## src/design/pli_pkg.sv

```systemverilog
// Shared types and constants for the positional list block.
`timescale 1ns / 1ps

package pli_pkg;

   localparam int DATA_W        = 32;
   localparam int OPCODE_W      = 3;
   localparam int POSITION_W    = 7;
   localparam int STATUS_W      = 2;
   localparam int COUNT_OUT_W   = 7;
   localparam int CAPACITY_DEF  = 64;
   // widest cell index for the largest supported capacity (1024 cells)
   localparam int IDX_MAX_W     = 10;

   typedef enum logic [OPCODE_W-1:0] {
      OP_CLEAR  = 3'd0,
      OP_APPEND = 3'd1,
      OP_INSERT = 3'd2,
      OP_DELETE = 3'd3,
      OP_READ   = 3'd4
   } opcode_type;

   typedef enum logic [STATUS_W-1:0] {
      ST_OK        = 2'd0,
      ST_OVERFLOW  = 2'd1,
      ST_UNDERFLOW = 2'd2,
      ST_BADPOS    = 2'd3
   } status_type;

   // broadcast from the controller to every cell
   typedef struct packed {
      logic                 insert_en;
      logic                 delete_en;
      logic [IDX_MAX_W-1:0] pos_idx;
   } cell_ctrl_type;

endpackage

```

## src/design/pli_cell.sv

```systemverilog
// One list slot: holds an entry and shifts with its neighbours on insert or delete.
`timescale 1ns / 1ps

module pli_cell #(
   parameter int IDX = 0
) (
   input  logic                                clock,
   input  pli_pkg::cell_ctrl_type              ctrl,
   input  logic signed [pli_pkg::DATA_W-1:0]   new_value,
   input  logic signed [pli_pkg::DATA_W-1:0]   left_value,
   input  logic signed [pli_pkg::DATA_W-1:0]   right_value,
   output logic signed [pli_pkg::DATA_W-1:0]   value,
   output logic signed [pli_pkg::DATA_W-1:0]   sel_value
);
   import pli_pkg::*;

   localparam logic [IDX_MAX_W-1:0] MY_IDX = IDX_MAX_W'(IDX);

   logic signed [DATA_W-1:0] value_ff;
   logic signed [DATA_W-1:0] value_in;

   always_comb begin
      value_in = value_ff;
      if (ctrl.insert_en) begin
         if (MY_IDX == ctrl.pos_idx) begin
            value_in = new_value;
         end else if (MY_IDX > ctrl.pos_idx) begin
            value_in = left_value;
         end
      end else if (ctrl.delete_en) begin
         if (MY_IDX >= ctrl.pos_idx) begin
            value_in = right_value;
         end
      end
   end

   always_ff @(posedge clock) begin
      value_ff <= value_in;
   end

   assign value     = value_ff;
   // read tap: only the addressed slot drives the OR tree
   assign sel_value = (MY_IDX == ctrl.pos_idx) ? value_ff : '0;

endmodule

```

## config.mk

```make
export PLATFORM = sky130hd
export DESIGN_NAME = pli_cell
export DESIGN_NICKNAME = d
export VERILOG_FILES = /design/src/design/pli_pkg.sv /design/src/design/pli_cell.sv
export SDC_FILE = /design/constraint.sdc
export NUM_CORES = 1
export LEC_CHECK = 0
export BUFFER_PORTS_ARGS = -buffer_cell sky130_fd_sc_hd__buf_2
export CORE_MARGIN = 8
export CORE_UTILIZATION = 41
export DETAILED_ROUTE_END_ITERATION = 10
export GPL_ROUTABILITY_DRIVEN = 0
export PLACE_DENSITY = 0.81
export SYNTH_ARGS = -nofsm -noshare
export SYNTH_HDL_FRONTEND = slang
export SYNTH_SLANG_ARGS = --single-unit
```

## constraint.sdc

```tcl
create_clock -name clock -period 4.83 [get_ports clock]
set_input_delay 0.483 -clock clock [delete_from_list [all_inputs] [get_ports clock]]
set_output_delay 0.483 -clock clock [all_outputs]
set_load 0.01 [all_outputs]
```

==> results of run 1 <==
## area by class of cell
cell class / count / share of cell area, %
Clock buffer: 5 / 2.119
Clock inverter: 2 / 0.2311
Multi-Input combinational cell: 169 / 37.40
Sequential cell: 32 / 29.58
Tap cell: 72 / 2.773
Timing Repair Buffer: 178 / 27.89
## metrics by stage
| stage | utilization [%] | total power, mW | cells | cell area (um2) | hold WS, ns |
|---|---|---|---|---|---|
| 2_1_floorplan | - | 0.3740 | 235 | 2341 | 0.7323 |
| 3_3_place_gp | 57.60 | 0.4269 | 451 | 3172 | 0.8281 |
| 3_5_place_dp | 57.60 | 0.4306 | 451 | 3172 | 0.8298 |
| 4_1_cts | 58.99 | 0.6177 | 458 | 3248 | 0.5409 |
| 5_1_grt | 58.99 | 0.6384 | 458 | 3248 | 0.5585 |
| 6_report | 58.99 | 0.6099 | 458 | 3248 | 0.5527 |
## kinds of logic after synthesis
kind of cell           Yosys count  synth area share (%)
and+or+nand+nor                105                 25.92
AOI/OAI and AO/OA               64                 25.01
buffers and inverters           34                 8.017
DFF                             32                 41.05
## power by group through the flow
stage                     sequential (mW)  clock (mW)  combinational [mW]
after floorplan                     0.314           0              0.0599
after global placement              0.314           0               0.113
after detailed placement            0.314           0               0.117
after CTS                           0.308       0.192               0.117
after global routing                0.308       0.202               0.129
final                               0.308       0.184               0.118
## worst max path at each step
stage,from,slack [ns],cells after the start,end
after floorplan,ctrl[9],1.20,4,value[0]
after global placement,ctrl[9],1.62,5,sel_value[2]
after detailed placement,ctrl[9],1.54,5,sel_value[7]
after CTS,ctrl[9],1.54,5,sel_value[7]
after global routing,ctrl[9],1.42,5,sel_value[29]
final,ctrl[9],1.56,5,sel_value[1]
## metal layers
| layer | up-vias | GRT usage (%) | share of wire (%) |
|---|---|---|---|
| met5 | - | 0 | 0.12 |
| met4 | 2 | 7.913 | 2.7 |
| met3 | 20 | 5.926 | 8.1 |
| met2 | 124 | 34.87 | 53 |
| met1 | 1198 | 20.08 | 36 |
| li1 | 1240 | - | - |
## cell usage in the layout (no fill, tap or decap)
cell                         n
sky130_fd_sc_hd__and3_1     32
sky130_fd_sc_hd__nor2_4      1
sky130_fd_sc_hd__buf_2     172
sky130_fd_sc_hd__clkbuf_8    5
sky130_fd_sc_hd__buf_4       6
sky130_fd_sc_hd__nor2_2      1
sky130_fd_sc_hd__or4_2       2
sky130_fd_sc_hd__edfxtp_1   32
sky130_fd_sc_hd__clkinv_1    2
sky130_fd_sc_hd__o31ai_1     3
sky130_fd_sc_hd__nor4_4      3
sky130_fd_sc_hd__nor2_1     33
sky130_fd_sc_hd__a31oi_1    32
sky130_fd_sc_hd__o31ai_2    29
sky130_fd_sc_hd__nand4_1    32
sky130_fd_sc_hd__or2_2       1
==> impl_metrics.py, run 1 <==
metrics = {
    "timing": {
        "worst_slew_margin_rel_pct": 32.13,
        "setup_viol": 0,
        "finalHoldViolations": 0,
        "timing.final.ws_setup_ns": 1.555,
        "tns_ns": 0,
        "share_of_the_clock_period_used_by_the_worst_path_after_layout_pct": 67.80,
        "worst_slew_pin_slew_ns": 1.018,
        "clock.fmax_mhz": 305.4,
        "drv_slew": 0,
        "post-route-min-period_ns": 3.275,
        "grt_setup_unrepaired": "false",
    },
    "pwr": {
        "switching_power_mw": 0.1540,
        "sw_frac_of_total_pct": 25.25,
        "ir_drop_mv": 0.1141,
        "seq_power_share_pct": 50.5,
        "cellPowerDensity_nw_per_um2": 187.8,
        "comb_power_share_pct": 19.3,
        "cell_leakage_power_nw": 1.493,
        "cell_internal_pwr_mw": 0.4559,
        "power.share.clock_pct": 30.2,
    },
    "outcome": {
        "result_of_the_run": "finished clean",
    },
    "logic_synthesis": {
        "main_synth_ff_type": "sky130_fd_sc_hd__edfxtp_1",
        "synth_area_per_cell_um2": 9.962,
        "number_of_nets_in_the_synthesized_netlist": 344,
        "synth.yosys.seq_area_share_pct": 41.05,
        "synth_most_common_cell": "sky130_fd_sc_hd__nor2_1",
        "ys_top_cells_by_area": "sky130_fd_sc_hd__edfxtp_1, sky130_fd_sc_hd__o31ai_2, sky130_fd_sc_hd__a31oi_1",
        "async_set_reset_flop_share_out_of_synthesis_pct": 0,
        "syn_area_um2": 2341,
        "synth_cells": 235,
        "synth_top_area_cell": "sky130_fd_sc_hd__edfxtp_1",
        "synth_top_area_share_pct": 41.05,
        "netlist_top_cells_count": "sky130_fd_sc_hd__nor2_1, sky130_fd_sc_hd__a31oi_1, sky130_fd_sc_hd__and3_1, sky130_fd_sc_hd__edfxtp_1, sky130_fd_sc_hd__nand4_1",
        "synth_edf_count": 32,
        "synth_warnings": 0,
        "yosys.cell_types.count": 17,
        "synth_seq_cells": 32,
    },
    "clock_network": {
        "cts_made_buffers": 5,
        "number_of_hold_repair_buffers_added_at_the_cts_stage": 0,
        "cts.repair_timing.setup_buffer_count": 0,
        "cts-root-to-sink-buffers": 2,
        "tritoncts": "built",
        "cts-htree-levels": 2,
        "clock-sinks": 32,
        "worst_setup_hold_path_clk_slew_ns": 0.06,
        "root_buffer": "sky130_fd_sc_hd__clkbuf_8",
        "post_cts_resize_count": 0,
    },
    "routing": {
        "post_drt_via_cell_ratio": 5.642,
        "drc_errors": 0,
        "detailedRoute.firstIterationViolations": 205,
        "detail-route-antenna-nets": 0,
        "avgRoutedWirePerCell_um": 18.77,
        "drt_wl_total_mm": 8.598,
        "detailedRoute.firstPassIterationCount": 4,
        "detailroute.via_count": 2584,
    },
    "die": {
        "floorplan.initialDensity_pct": 42.51,
        "die_boundary_width_um": 91.56,
        "placeableCoreArea_um2": 5507,
        "ioPinCount": 173,
        "std_cell_rows": 27,
        "die-area_um2": 8383,
        "die_height_um": 91.56,
    },
    "place": {
        "port-buffer-count": 172,
        "placement.setup.worst_slack_ns": 1.540,
        "dp_hpwl_mm": 6.362,
    },
    "cells_and_area": {
        "areaGrowthSynthToFinish_pct": 38.75,
        "number_of_antenna_diodes": 0,
        "multi_input_gate_area_um2": 1215,
        "layout.area.seq_um2": 960.9,
        "share_of_cells_above_drive_strength_1_pct": 56.99,
        "nFillCells": 490,
        "max_reg_flops": 32,
        "fin_nets": 495,
    },
    "worst_hold_path": {
        "worst_hold_path.endpoint": "value[21]",
        "worstHoldStart": "right_value[21]",
        "cell_count_of_the_worst_hold_path": 3,
        "hold_path_class": "in -> reg",
    },
    "global_routing": {
        "gr-total-overflow": 0,
        "grt_antenna_before_repair": 1,
        "grt_pass1_vias": 2666,
        "track_usage_pct": 19.25,
        "grt_pass1_wl_mm": 13.22,
        "grt_max_degree": 66,
    },
    "critical_path": {
        "cp_slowest_stage_delay_ns": 1.14,
        "cp_delay_by_family_top": "simple AND/OR/NAND/NOR gates",
        "endpoint_class_of_the_critical_path": "output port",
        "critical_path_arrival_ns": 2.79,
        "worst-setup-path-type": "in -> out",
        "worstPathMaxFanout": 34,
        "cpMaxStageDelayCell": "sky130_fd_sc_hd__or4_2",
        "required_ns": 4.35,
        "path_common_cell": "sky130_fd_sc_hd__buf_2",
        "critPathLaunchType": "input pin",
        "crit_buf_inv": 2,
        "crit_path_cell_trace": "buf_2, or4_2, nor2_4, and3_1, buf_2",
    },
    "flow_run": {
        "cap_viol_max_count": 0,
    },
}
(Power assumes the default switching activity.)
==> run 2, diff against run 1 <==
--- a/config.mk
+++ b/config.mk
@@ -7,10 +7,10 @@
 export LEC_CHECK = 0
 export BUFFER_PORTS_ARGS = -buffer_cell sky130_fd_sc_hd__buf_2
 export CORE_MARGIN = 8
-export CORE_UTILIZATION = 41
+export CORE_UTILIZATION = 37
 export DETAILED_ROUTE_END_ITERATION = 10
 export GPL_ROUTABILITY_DRIVEN = 0
-export PLACE_DENSITY = 0.81
+export PLACE_DENSITY = 0.77
 export SYNTH_ARGS = -nofsm -noshare
 export SYNTH_HDL_FRONTEND = slang
 export SYNTH_SLANG_ARGS = --single-unit
==> constraint.sdc (replaced) <==
create_clock -name clock -period 2.9 [get_ports clock]
set_input_delay 0.29 -clock clock [delete_from_list [all_inputs] [get_ports clock]]
set_output_delay 0.29 -clock clock [all_outputs]
set_load 0.01 [all_outputs]
==> impl_metrics.py, run 2 (synthesis gave the netlist of run 1 again) <==
metrics = {
    "outcome": {
        "result_of_the_run": "finished clean",
    },
    "timing": {
        "grt_setup_unrepaired": "false",
        "tns_ns": 0,
        "post-route-min-period_ns": 2.481,
        "share_of_the_clock_period_used_by_the_worst_path_after_layout_pct": 85.56,
        "timing.final.ws_setup_ns": 0.4187,
        "finalHoldViolations": 0,
        "worst_slew_pin_slew_ns": 0.8114,
        "clock.fmax_mhz": 403.0,
        "setup_viol": 0,
        "fin_worst_hold_slack_ns": 0.3516,
        "worst_slew_margin_rel_pct": 45.50,
        "drv_slew": 0,
    },
    "pwr": {
        "cellPowerDensity_nw_per_um2": 317.3,
        "switching_power_mw": 0.2765,
        "seq_power_share_pct": 49.2,
        "ir_drop_mv": 0.1581,
        "cell_leakage_power_nw": 1.512,
        "cell_internal_pwr_mw": 0.7654,
        "comb_power_share_pct": 19.3,
        "sw_frac_of_total_pct": 26.53,
        "power.share.clock_pct": 31.5,
    },
    "routing": {
        "post_drt_via_cell_ratio": 5.608,
        "drc_errors": 0,
        "detailedRoute.firstPassIterationCount": 4,
        "detail-route-antenna-nets": 0,
        "detailedRoute.firstIterationViolations": 96,
        "detailroute.via_count": 2619,
        "drt_wl_total_mm": 9.086,
        "avgRoutedWirePerCell_um": 19.46,
    },
    "global_routing": {
        "grt_antenna_before_repair": 0,
        "grt_pass1_vias": 2675,
        "grt_pass1_wl_mm": 13.54,
        "grt_max_degree": 65,
        "track_usage_pct": 19.01,
        "gr-total-overflow": 0,
    },
    "critical_path": {
        "required_ns": 2.61,
        "worstPathMaxFanout": 32,
        "critPathLaunchType": "input pin",
        "critical_path_arrival_ns": 2.19,
        "path_common_cell": "sky130_fd_sc_hd__buf_2",
        "worst-setup-path-type": "in -> out",
        "cp_delay_by_family_top": "simple AND/OR/NAND/NOR gates",
        "cp_slowest_stage_delay_ns": 0.88,
        "endpoint_class_of_the_critical_path": "output port",
        "crit_buf_inv": 2,
        "cpMaxStageDelayCell": "sky130_fd_sc_hd__or4_2",
        "crit_path_cell_trace": "buf_2, or4_2, nor2_4, and3_1, buf_2",
    },
    "clock_network": {
        "number_of_hold_repair_buffers_added_at_the_cts_stage": 0,
        "root_buffer": "sky130_fd_sc_hd__clkbuf_8",
        "tritoncts": "built",
        "post_cts_resize_count": 0,
        "cts_made_buffers": 5,
        "worst_setup_hold_path_clk_slew_ns": 0.06,
        "clock-sinks": 32,
        "cts-htree-levels": 2,
        "cts.repair_timing.setup_buffer_count": 0,
        "cts-root-to-sink-buffers": 2,
    },
    "cells_and_area": {
        "finish.instance_area_um2": 3283,
        "number_of_standard_cells_in_the_final_layout_excluding_fillers": 467,
        "number_of_antenna_diodes": 0,
        "areaGrowthSynthToFinish_pct": 40.25,
        "fin_nets": 498,
        "share_of_cells_above_drive_strength_1_pct": 57.69,
        "layout_common_cells": "sky130_fd_sc_hd__buf_2, sky130_fd_sc_hd__nor2_1",
        "layout_commonest_cell": "sky130_fd_sc_hd__buf_2",
        "layout.area.seq_um2": 960.9,
        "max_reg_flops": 32,
        "multi_input_gate_area_um2": 1215,
        "nFillCells": 602,
    },
    "worst_hold_path": {
        "hold_path_class": "in -> reg",
    },
    "place": {
        "cell_total_after_placement": 459,
        "dp_hpwl_mm": 6.777,
        "detailed_place.area_um2": 3201,
        "placement.setup.worst_slack_ns": 0.3963,
        "port-buffer-count": 172,
    },
    "die": {
        "die-area_um2": 9128,
        "die_height_um": 95.54,
        "floorplan.initialDensity_pct": 37.51,
        "std_cell_rows": 29,
        "ioPinCount": 173,
        "die_boundary_width_um": 95.54,
        "placeableCoreArea_um2": 6241,
    },
    "flow_run": {
        "cap_viol_max_count": 0,
    },
}
## run 2: cell type report
type / instances / share of cell area [%]
repair buffers: 181 / 28.28
clock buffers: 5 / 2.096
clock inverters: 3 / 0.4192
multi-input cells: 169 / 37.00
flip-flops and latches: 32 / 29.27
well taps: 77 / 2.934
## run 2: worst paths after layout
path                   startpoint             to  slack (ns)  cells after the start
setup / recovery          ctrl[9]  sel_value[20]        0.42                      5
hold / removal    right_value[30]      value[30]        0.35                      3
## run 2: per-stage QoR
stage | total power [mW] | utilization, %
6_report | 1.042 | 52.61
5_1_grt | 1.082 | 52.61
4_1_cts | 1.048 | 52.61
3_5_place_dp | 0.7223 | 51.28
3_3_place_gp | 0.7172 | 51.28
2_1_floorplan | 0.6237 | -
## run 2: routing by layer
layer  track usage [%]  part of all wire, %  vias to the layer above
met2             34.34                   52                      132
li1                  -                    -                     1246
met1             20.97                   37                     1233
met5                 0                    0                        -
met3             4.961                  9.1                        8
met4             6.530                  1.4                        0
## run 2: power by group through the flow
stage               sequential, mW  combinational (mW)  clock [mW]
detailed placement           0.523               0.199           0
global placement             0.523               0.194           0
floorplan                    0.523               0.101           0
global route                 0.513               0.220       0.350
CTS                          0.513               0.200       0.335
finish                       0.513               0.201       0.328
